==> config.mk <==
export PLATFORM = sky130hd
export DESIGN_NAME = quaternion_arithmetic_unit_flat
export DESIGN_NICKNAME = d
export VERILOG_FILES = /design/src/rtl/core/qau_pkg.sv /design/src/rtl/core/qau_in_if.sv /design/src/rtl/core/qau_out_if.sv /design/src/rtl/core/qau_sat.sv /design/src/rtl/core/quaternion_arithmetic_unit.sv /design/src/flat_wrapper.sv
export SDC_FILE = /design/constraint.sdc
export NUM_CORES = 2
export LEC_CHECK = 0
export BUFFER_PORTS_ARGS = -buffer_cell sky130_fd_sc_hd__buf_2
export CORE_ASPECT_RATIO = 0.6
export CORE_MARGIN = 10
export CORE_UTILIZATION = 35
export DETAILED_ROUTE_END_ITERATION = 7
export PLACE_DENSITY = 0.49
export SLEW_MARGIN = 20
export SYNTH_ARGS = -nofsm -noshare
export SYNTH_HDL_FRONTEND = slang
export SYNTH_SLANG_ARGS = --single-unit
==> constraint.sdc <==
create_clock -name clk -period 8.4 [get_ports clk]
set_clock_uncertainty 0.05 [all_clocks]
set_input_delay 2.1 -clock clk [delete_from_list [all_inputs] [get_ports clk]]
set_output_delay 2.1 -clock clk [all_outputs]
set_load 0.02 [all_outputs]
==> src/rtl/core/qau_pkg.sv <==
// Shared types and constants for the quaternion arithmetic unit.
// No dependencies; every other file in rtl/core imports this package.
`default_nettype none

package qau_pkg;

    localparam int DEF_WIDTH     = 16;
    localparam int DEF_FRAC_BITS = 8;

    typedef enum logic [1:0] {
        FUNC_ADD   = 2'd0,
        FUNC_SUB   = 2'd1,
        FUNC_HAM   = 2'd2,
        FUNC_SCALE = 2'd3
    } func_t;

    // Hamilton product: component c takes term t as a[t] * b[c ^ t].
    // A set bit [c][t] means that term is subtracted.
    localparam logic [3:0][3:0] HAM_NEG = {4'b0100, 4'b0010, 4'b1000, 4'b1110};

endpackage

`default_nettype wire

==> src/rtl/core/qau_in_if.sv <==
// Operand channel of the quaternion arithmetic unit: valid/ready plus payload.
// Depends on qau_pkg for the default component width.
`default_nettype none

interface qau_in_if
    import qau_pkg::*;
#(
    parameter int WIDTH = DEF_WIDTH
);
    logic                    valid;
    logic                    ready;
    logic [1:0]              func;
    logic signed [WIDTH-1:0] a_real;
    logic signed [WIDTH-1:0] a_i;
    logic signed [WIDTH-1:0] a_j;
    logic signed [WIDTH-1:0] a_k;
    logic signed [WIDTH-1:0] b_real;
    logic signed [WIDTH-1:0] b_i;
    logic signed [WIDTH-1:0] b_j;
    logic signed [WIDTH-1:0] b_k;
    logic signed [WIDTH-1:0] scale;

    modport source (
        output valid, func, a_real, a_i, a_j, a_k, b_real, b_i, b_j, b_k, scale,
        input  ready
    );

    modport sink (
        input  valid, func, a_real, a_i, a_j, a_k, b_real, b_i, b_j, b_k, scale,
        output ready
    );
endinterface

`default_nettype wire

==> src/rtl/core/qau_out_if.sv <==
// Result channel of the quaternion arithmetic unit: valid/ready plus payload.
// Depends on qau_pkg for the default component width.
`default_nettype none

interface qau_out_if
    import qau_pkg::*;
#(
    parameter int WIDTH = DEF_WIDTH
);
    logic                    valid;
    logic                    ready;
    logic signed [WIDTH-1:0] r_real;
    logic signed [WIDTH-1:0] r_i;
    logic signed [WIDTH-1:0] r_j;
    logic signed [WIDTH-1:0] r_k;
    logic                    overflow;

    modport source (
        output valid, r_real, r_i, r_j, r_k, overflow,
        input  ready
    );

    modport sink (
        input  valid, r_real, r_i, r_j, r_k, overflow,
        output ready
    );
endinterface

`default_nettype wire

==> src/rtl/core/qau_sat.sv <==
// Final scaling of one result component: optional right shift by the fraction
// width, then saturation to the signed component range. Uses qau_pkg defaults.
`default_nettype none

module qau_sat
    import qau_pkg::*;
#(
    parameter int WIDTH     = DEF_WIDTH,
    parameter int FRAC_BITS = DEF_FRAC_BITS
) (
    input  wire logic signed [2*WIDTH+1:0] acc,
    input  wire logic                      shift_en,
    output logic signed [WIDTH-1:0]        res,
    output logic                           ovf
);
    localparam int AW = 2 * WIDTH + 2;

    logic signed [AW-1:0] shifted;
    logic [AW-WIDTH:0]    upper;
    logic                 fits;

    // The rounding constant is already in acc, so the shift truncates.
    assign shifted = shift_en ? (acc >>> FRAC_BITS) : acc;
    assign upper   = shifted[AW-1:WIDTH-1];
    assign fits    = (&upper) | ~(|upper);
    assign ovf     = ~fits;
    assign res     = fits ? shifted[WIDTH-1:0]
                          : {shifted[AW-1], {(WIDTH-1){~shifted[AW-1]}}};
endmodule

`default_nettype wire

==> src/rtl/core/quaternion_arithmetic_unit.sv <==
// Quaternion arithmetic unit: add, subtract, Hamilton product, scalar times b.
// An operand transfer is registered in stage 1, then stage 2, then stage 3, whose output is the result.
// Throughput: one item per cycle unless result.ready stalls it; each of the three
// stages has its own valid bit and accepts whenever it is empty or its successor is moving.
// Reset clears only the stage valid bits; datapath registers are not reset.
// Depends on qau_pkg, qau_in_if, qau_out_if and qau_sat.
`default_nettype none

module quaternion_arithmetic_unit
    import qau_pkg::*;
#(
    parameter int WIDTH     = DEF_WIDTH,
    parameter int FRAC_BITS = DEF_FRAC_BITS
) (
    input  wire logic clk,
    input  wire logic rst_n,
    qau_in_if.sink    operand,
    qau_out_if.source result
);
    localparam int PW = 2 * WIDTH;
    localparam int AW = 2 * WIDTH + 2;
    localparam logic [AW-1:0] ROUND = (AW'(1) << FRAC_BITS) >> 1;
    localparam logic signed [WIDTH-1:0] MAXV = {1'b0, {(WIDTH-1){1'b1}}};
    localparam logic signed [WIDTH-1:0] MINV = {1'b1, {(WIDTH-1){1'b0}}};

    // Stage 1: products and componentwise sums.
    logic                    v1_reg;
    func_t                   func1_reg;
    logic signed [PW-1:0]    prod1_reg [4][4];
    logic signed [PW-1:0]    prod1_next [4][4];
    logic signed [WIDTH:0]   sum1_reg [4];
    logic signed [WIDTH:0]   sum1_next [4];

    // Stage 2: accumulated component values, rounding constant included.
    logic                    v2_reg;
    logic                    mul2_reg;
    logic signed [AW-1:0]    acc2_reg [4];
    logic signed [AW-1:0]    acc2_next [4];

    // Stage 3: output register.
    logic                    v3_reg;
    logic signed [WIDTH-1:0] r_reg [4];
    logic signed [WIDTH-1:0] r_next [4];
    logic                    ovf_reg;
    logic [3:0]              ovf_vec;

    logic rdy1;
    logic rdy2;
    logic rdy3;

    logic signed [WIDTH-1:0] a_vec [4];
    logic signed [WIDTH-1:0] b_vec [4];
    func_t                   func_in;

    assign rdy3 = ~v3_reg | result.ready;
    assign rdy2 = ~v2_reg | rdy3;
    assign rdy1 = ~v1_reg | rdy2;
    assign operand.ready = rdy1;

    assign func_in  = func_t'(operand.func);
    assign a_vec[0] = operand.a_real;
    assign a_vec[1] = operand.a_i;
    assign a_vec[2] = operand.a_j;
    assign a_vec[3] = operand.a_k;
    assign b_vec[0] = operand.b_real;
    assign b_vec[1] = operand.b_i;
    assign b_vec[2] = operand.b_j;
    assign b_vec[3] = operand.b_k;

    // For scaling, the scalar replaces a_real, so term 0 of component c is
    // scale * b[c], the only product that operation needs.
    always_comb
    begin
        logic signed [WIDTH-1:0] x;
        for (int c = 0; c < 4; c++)
        begin
            for (int t = 0; t < 4; t++)
            begin
                x = (t == 0 && func_in == FUNC_SCALE) ? operand.scale : a_vec[t];
                prod1_next[c][t] = x * b_vec[2'(c) ^ 2'(t)];
            end
            if (func_in == FUNC_SUB)
            begin
                sum1_next[c] = {a_vec[c][WIDTH-1], a_vec[c]} - {b_vec[c][WIDTH-1], b_vec[c]};
            end
            else
            begin
                sum1_next[c] = {a_vec[c][WIDTH-1], a_vec[c]} + {b_vec[c][WIDTH-1], b_vec[c]};
            end
        end
    end

    always_comb
    begin
        logic signed [AW-1:0] term;
        term = '0;
        for (int c = 0; c < 4; c++)
        begin
            case (func1_reg)
                FUNC_HAM:
                begin
                    acc2_next[c] = ROUND;
                    for (int t = 0; t < 4; t++)
                    begin
                        term = {{(AW-PW){prod1_reg[c][t][PW-1]}}, prod1_reg[c][t]};
                        if (HAM_NEG[c][t])
                        begin
                            acc2_next[c] = acc2_next[c] - term;
                        end
                        else
                        begin
                            acc2_next[c] = acc2_next[c] + term;
                        end
                    end
                end
                FUNC_SCALE:
                begin
                    term = {{(AW-PW){prod1_reg[c][0][PW-1]}}, prod1_reg[c][0]};
                    acc2_next[c] = term + ROUND;
                end
                default:
                begin
                    acc2_next[c] = {{(AW-WIDTH-1){sum1_reg[c][WIDTH]}}, sum1_reg[c]};
                end
            endcase
        end
    end

    for (genvar g = 0; g < 4; g++)
    begin : g_sat
        qau_sat #(
            .WIDTH     (WIDTH),
            .FRAC_BITS (FRAC_BITS)
        ) u_sat (
            .acc      (acc2_reg[g]),
            .shift_en (mul2_reg),
            .res      (r_next[g]),
            .ovf      (ovf_vec[g])
        );
    end

    always_ff @(posedge clk or negedge rst_n)
    begin
        if (!rst_n)
        begin
            v1_reg <= 1'b0;
            v2_reg <= 1'b0;
            v3_reg <= 1'b0;
        end
        else
        begin
            if (rdy1)
            begin
                v1_reg <= operand.valid;
            end
            if (rdy2)
            begin
                v2_reg <= v1_reg;
            end
            if (rdy3)
            begin
                v3_reg <= v2_reg;
            end
        end
    end

    always_ff @(posedge clk)
    begin
        if (rdy1)
        begin
            func1_reg <= func_in;
            prod1_reg <= prod1_next;
            sum1_reg  <= sum1_next;
        end
        if (rdy2)
        begin
            mul2_reg <= (func1_reg == FUNC_HAM) || (func1_reg == FUNC_SCALE);
            acc2_reg <= acc2_next;
        end
        if (rdy3)
        begin
            r_reg   <= r_next;
            ovf_reg <= |ovf_vec;
        end
    end

    assign result.valid    = v3_reg;
    assign result.r_real   = r_reg[0];
    assign result.r_i      = r_reg[1];
    assign result.r_j      = r_reg[2];
    assign result.r_k      = r_reg[3];
    assign result.overflow = ovf_reg;

    // The operand side only stalls when every stage holds an item.
    a_full_before_stall: assert property (@(posedge clk) disable iff (!rst_n)
        !operand.ready |-> (v1_reg && v2_reg && v3_reg))
        else $error("operand side stalled with an empty pipeline stage");

    // A stalled stage 2 keeps its contents.
    a_stage2_hold: assert property (@(posedge clk) disable iff (!rst_n)
        (v2_reg && !rdy3) |=> (v2_reg && $stable(mul2_reg) && $stable(acc2_reg[0])))
        else $error("stage 2 changed while stalled");

    // A sum or difference always fits one bit above the component width.
    a_addsub_narrow: assert property (@(posedge clk) disable iff (!rst_n)
        (v2_reg && !mul2_reg) |->
            ((&acc2_reg[1][AW-1:WIDTH]) || !(|acc2_reg[1][AW-1:WIDTH])))
        else $error("add/sub accumulator exceeds its expected range");

    // Overflow means at least one component sits at a range limit.
    a_ovf_saturated: assert property (@(posedge clk) disable iff (!rst_n)
        (v3_reg && ovf_reg) |->
            (r_reg[0] == MAXV || r_reg[0] == MINV || r_reg[1] == MAXV || r_reg[1] == MINV ||
             r_reg[2] == MAXV || r_reg[2] == MINV || r_reg[3] == MAXV || r_reg[3] == MINV))
        else $error("overflow flagged without a saturated component");
endmodule

`default_nettype wire

==> src/flat_wrapper.sv <==
// flat-port wrapper written by rule: the top's interface ports become plain ports
module quaternion_arithmetic_unit_flat import qau_pkg::*;
#(
    parameter int WIDTH     = DEF_WIDTH,
    parameter int FRAC_BITS = DEF_FRAC_BITS
)
  (clk, rst_n, operand_valid, operand_func, operand_a_real, operand_a_i, operand_a_j, operand_a_k, operand_b_real, operand_b_i, operand_b_j, operand_b_k, operand_scale, operand_ready, result_valid, result_r_real, result_r_i, result_r_j, result_r_k, result_overflow, result_ready);
  qau_in_if #(.WIDTH(WIDTH)) operand_i ();
  qau_out_if #(.WIDTH(WIDTH)) result_i ();
  input  wire logic clk;
  input  wire logic rst_n;
  input wire logic [$bits(operand_i.valid)-1:0] operand_valid;
  input wire logic [$bits(operand_i.func)-1:0] operand_func;
  input wire logic [$bits(operand_i.a_real)-1:0] operand_a_real;
  input wire logic [$bits(operand_i.a_i)-1:0] operand_a_i;
  input wire logic [$bits(operand_i.a_j)-1:0] operand_a_j;
  input wire logic [$bits(operand_i.a_k)-1:0] operand_a_k;
  input wire logic [$bits(operand_i.b_real)-1:0] operand_b_real;
  input wire logic [$bits(operand_i.b_i)-1:0] operand_b_i;
  input wire logic [$bits(operand_i.b_j)-1:0] operand_b_j;
  input wire logic [$bits(operand_i.b_k)-1:0] operand_b_k;
  input wire logic [$bits(operand_i.scale)-1:0] operand_scale;
  output wire logic [$bits(operand_i.ready)-1:0] operand_ready;
  output wire logic [$bits(result_i.valid)-1:0] result_valid;
  output wire logic [$bits(result_i.r_real)-1:0] result_r_real;
  output wire logic [$bits(result_i.r_i)-1:0] result_r_i;
  output wire logic [$bits(result_i.r_j)-1:0] result_r_j;
  output wire logic [$bits(result_i.r_k)-1:0] result_r_k;
  output wire logic [$bits(result_i.overflow)-1:0] result_overflow;
  input wire logic [$bits(result_i.ready)-1:0] result_ready;
  assign operand_i.valid = operand_valid;
  assign operand_i.func = operand_func;
  assign operand_i.a_real = operand_a_real;
  assign operand_i.a_i = operand_a_i;
  assign operand_i.a_j = operand_a_j;
  assign operand_i.a_k = operand_a_k;
  assign operand_i.b_real = operand_b_real;
  assign operand_i.b_i = operand_b_i;
  assign operand_i.b_j = operand_b_j;
  assign operand_i.b_k = operand_b_k;
  assign operand_i.scale = operand_scale;
  assign operand_ready = operand_i.ready;
  assign result_valid = result_i.valid;
  assign result_r_real = result_i.r_real;
  assign result_r_i = result_i.r_i;
  assign result_r_j = result_i.r_j;
  assign result_r_k = result_i.r_k;
  assign result_overflow = result_i.overflow;
  assign result_i.ready = result_ready;
  quaternion_arithmetic_unit #(.WIDTH(WIDTH), .FRAC_BITS(FRAC_BITS)) u_core (.clk(clk), .rst_n(rst_n), .operand(operand_i), .result(result_i));
endmodule
==> impl_metrics.json <==
{
  "status": "complete, no violations",
  "ys_async_sr_fraction_pct": 0.990,
  "grt_pass1_wl_um": 167000,
  "crit_path_top_delay_cell": "fa_1",
  "clk_path_buf_depth": 3,
  "largest_reg_flops": 100,
  "numCtsBuffers": 29,
  "antenna_found_initial": 4,
  "cts_sinks": 303,
  "first_pass_iters": 5,
  "synthFlopType": "edfxtp_1",
  "grt_max_degree": 58,
  "final.period_utilization_pct": 96.4,
  "relSlewSlack_pct": 24.9,
  "synth.top_cells.by_area": "fa_1 29%, edfxtp_1 25%, ha_1 8.2%",
  "path_max_fanout": 19,
  "dp_hpwl_um": 89900,
  "die_y_um": 268,
  "netlist.area_leader.share_pct": 29.5,
  "io_buffers": 216,
  "synth_warnings": 0,
  "rsz0062_at_grt": "no",
  "hold_viol": 0,
  "yosysTopAreaCell": "fa_1",
  "die_w_um": 433,
  "start_util_pct": 35.5,
  "hp-class": "reg -> reg",
  "worst_pin_slew_ns": 1.11,
  "crit_path_frequent_cell": "fa_1",
  "fin_nets": 4932,
  "insertion_delay_ns": 0.59,
  "worstSetupStartpointType": "primary input",
  "initialDrtViolationCount": 1856,
  "drt-total-wl_um": 107000,
  "cap_violations": 0,
  "syn-num-nets": 4545,
  "remaining_drc_errors": 0,
  "wl_per_cell_um": 19.9,
  "num_vias": 25866,
  "overflow": 0,
  "gp_congestion": 0.885,
  "drive_above_1_share_pct": 15.0,
  "postSynthCellCount": 3633,
  "ioPinCount": 217,
  "area_growth_pct": 15.6,
  "dieArea_um2": 116000,
  "rows": 90,
  "finalSetupViolations": 0,
  "synthesis.area_um2": 35900,
  "hold_slack_ns": 0.369,
  "cpPeakStageDelay_ns": 0.58,
  "clk_pin_slew_ns": 0.07,
  "ys_ff_latch": 303,
  "avgSynthCellArea_um2": 9.88,
  "required_ns": 8.67,
  "synth_seq_area_share_pct": 25.3,
  "cts_tree": "built",
  "vias_per_cell": 4.81,
  "endpoint_kind": "flip-flop",
  "fmax_ghz": 0.123,
  "period_needed_ns": 8.10,
  "core_area_um2": 101000,
  "arrival_ns": 8.37,
  "synth_edf_count": 300,
  "cts_setup_buffers": 0,
  "cts_max_level": 1,
  "synth.distinct_cells": 72,
  "antenna_left": 0,
  "cts-root-buf": "clkbuf_16",
  "slew_violations": 0,
  "grt_pass1_vias": 26810,
  "path_class": "in -> reg",
  "track_usage_pct": 18.5
}
## synth_stat cells, drive strengths merged, types with 5 or more instances
cell type,number
a211oi,25
a21o,18
a21oi,153
a31oi,6
and2,208
and3,25
buf,13
clkbuf,142
edfxtp,300
fa,528
ha,234
inv,639
mux2,17
mux2i,47
nand2,415
nand2b,20
nand3,62
nand3b,6
nand4,15
nor2,189
nor2b,10
nor3,30
nor3b,5
nor4,20
o2111ai,8
o211ai,7
o21a,23
o21ai,133
o21bai,14
o31ai,13
o41ai,14
or2,5
or3,7
or4,10
xnor2,147
xor2,75
## routing by layer
metal	up-vias	part of all wire (%)	wire length, um	GRT usage, %
li1	12400	-	-	-
met1	12756	52	56100	29.6
met2	646	40	42600	26.0
met3	64	6.7	7160	3.63
met4	0	1.2	1340	2.16
met5	-	0	0	0
## path summary, 6_finish.rpt
| kind | from | to | slack (ns) | cells after the start |
|---|---|---|---|---|
| worst max-delay path | operand_func[1] | u_core.prod1_reg[511] | 0.30 | 26 |
| worst min-delay path | u_core.sum1_reg[13] | u_core.acc2_reg[13] | 0.37 | 0 |
| worst max register to register | u_core.mul2_reg | u_core.result.r_real[2] | 5.10 | 8 |
| worst min register to register | u_core.sum1_reg[13] | u_core.acc2_reg[13] | 0.37 | 0 |
| max in group asynchronous | rst_n | u_core.v2_reg | 6.95 | 1 |
| min in group asynchronous | rst_n | u_core.v1_reg | 1.24 | 1 |
## through the flow
| step | TNS, ns | setup WS [ns] | area [um^2] | util [%] | cells |
|---|---|---|---|---|---|
| after floorplan | 0 | 0.00906 | 35900 | - | 3633 |
| after CTS | 0 | 0.151 | 41400 | 41.0 | 5376 |
| after global routing | 0 | 0.00428 | 41500 | 41.0 | 5377 |
| final | 0 | 0.301 | 41500 | 41.0 | 5377 |
| after global placement | -3.74 | -0.383 | 40400 | 40.0 | 5323 |
| after detailed placement | -4.35 | -0.413 | 40400 | 40.0 | 5323 |
## cell families (layout without fill, tap and decap cells)
kind of cell             Yosys count  after routing  share of synthesized area (%)
XOR/XNOR                         222            222                           5.42
flip-flops                       303            303                           25.3
buffers and inverters            796           1205                           8.34
AND/OR/NAND/NOR                 1033           1033                           13.6
AO/OA/AOI/OAI                    453            453                           7.87
other                              0              1                              0
multiplexers                      64             64                           1.84
adder cells (fa/ha/maj)          762            762                           37.6
## final cells by class
cell class              count  area (um^2)
fillers                 10035        59600
multi-input cells        2534        23900
flip-flops and latches    303         9080
repair buffers            511         3430
inverters                 641         2410
well taps                1334         1670
clock buffers              31          733
clock inverters            22          282
diodes                      1         2.50
## repair_timing
action	CTS	global route
resized for setup	0	10
setup endpoints to repair	0	5
hold buffers	0	0
## layout by cell type (no fill, tap or decap), types with 6 or more instances in the layout
master     synthesis  routed
buf_4              0     284
o31ai_1           12      12
ha_1             234     234
and3_1            25      25
nor3_1            30      30
nand3b_1           6       6
nand4_1           15      15
buf_2              2     216
nor2_1           189     189
o41ai_1           12      12
bufinv_16          0       6
o21bai_1          14      14
or4_1             10      10
inv_1            639     639
nor4_1            20      20
a211oi_1          23      23
xor2_1            75      75
or3_1              7       7
o2111ai_1          8       8
xnor2_1          147     147
o21a_1            23      23
clkinv_1           2       6
fa_1             528     524
o211ai_1           7       7
nand3_1           62      62
nand2_1          415     413
mux2i_1           47      46
clkbuf_16          0      29
a21o_1            18      18
buf_12             0      11
o21ai_0          130     128
a21oi_1          152     152
and2_1           208     207
mux2_2            17      15
nand2b_1          20      19
nor2b_1           10       9
edfxtp_1         300     300
## critical path, delay by kind of cell
family,cells,cell delay [ns]
mux,1,0.42
xor+xnor,1,0.10
buf+inv,8,0.84
compound gates,7,1.32
fa+ha+maj,7,3.33
simple gates,2,0.27
Power is not shown: default switching activity piles up to over one toggle a cycle in this logic, so the estimate is an artifact.
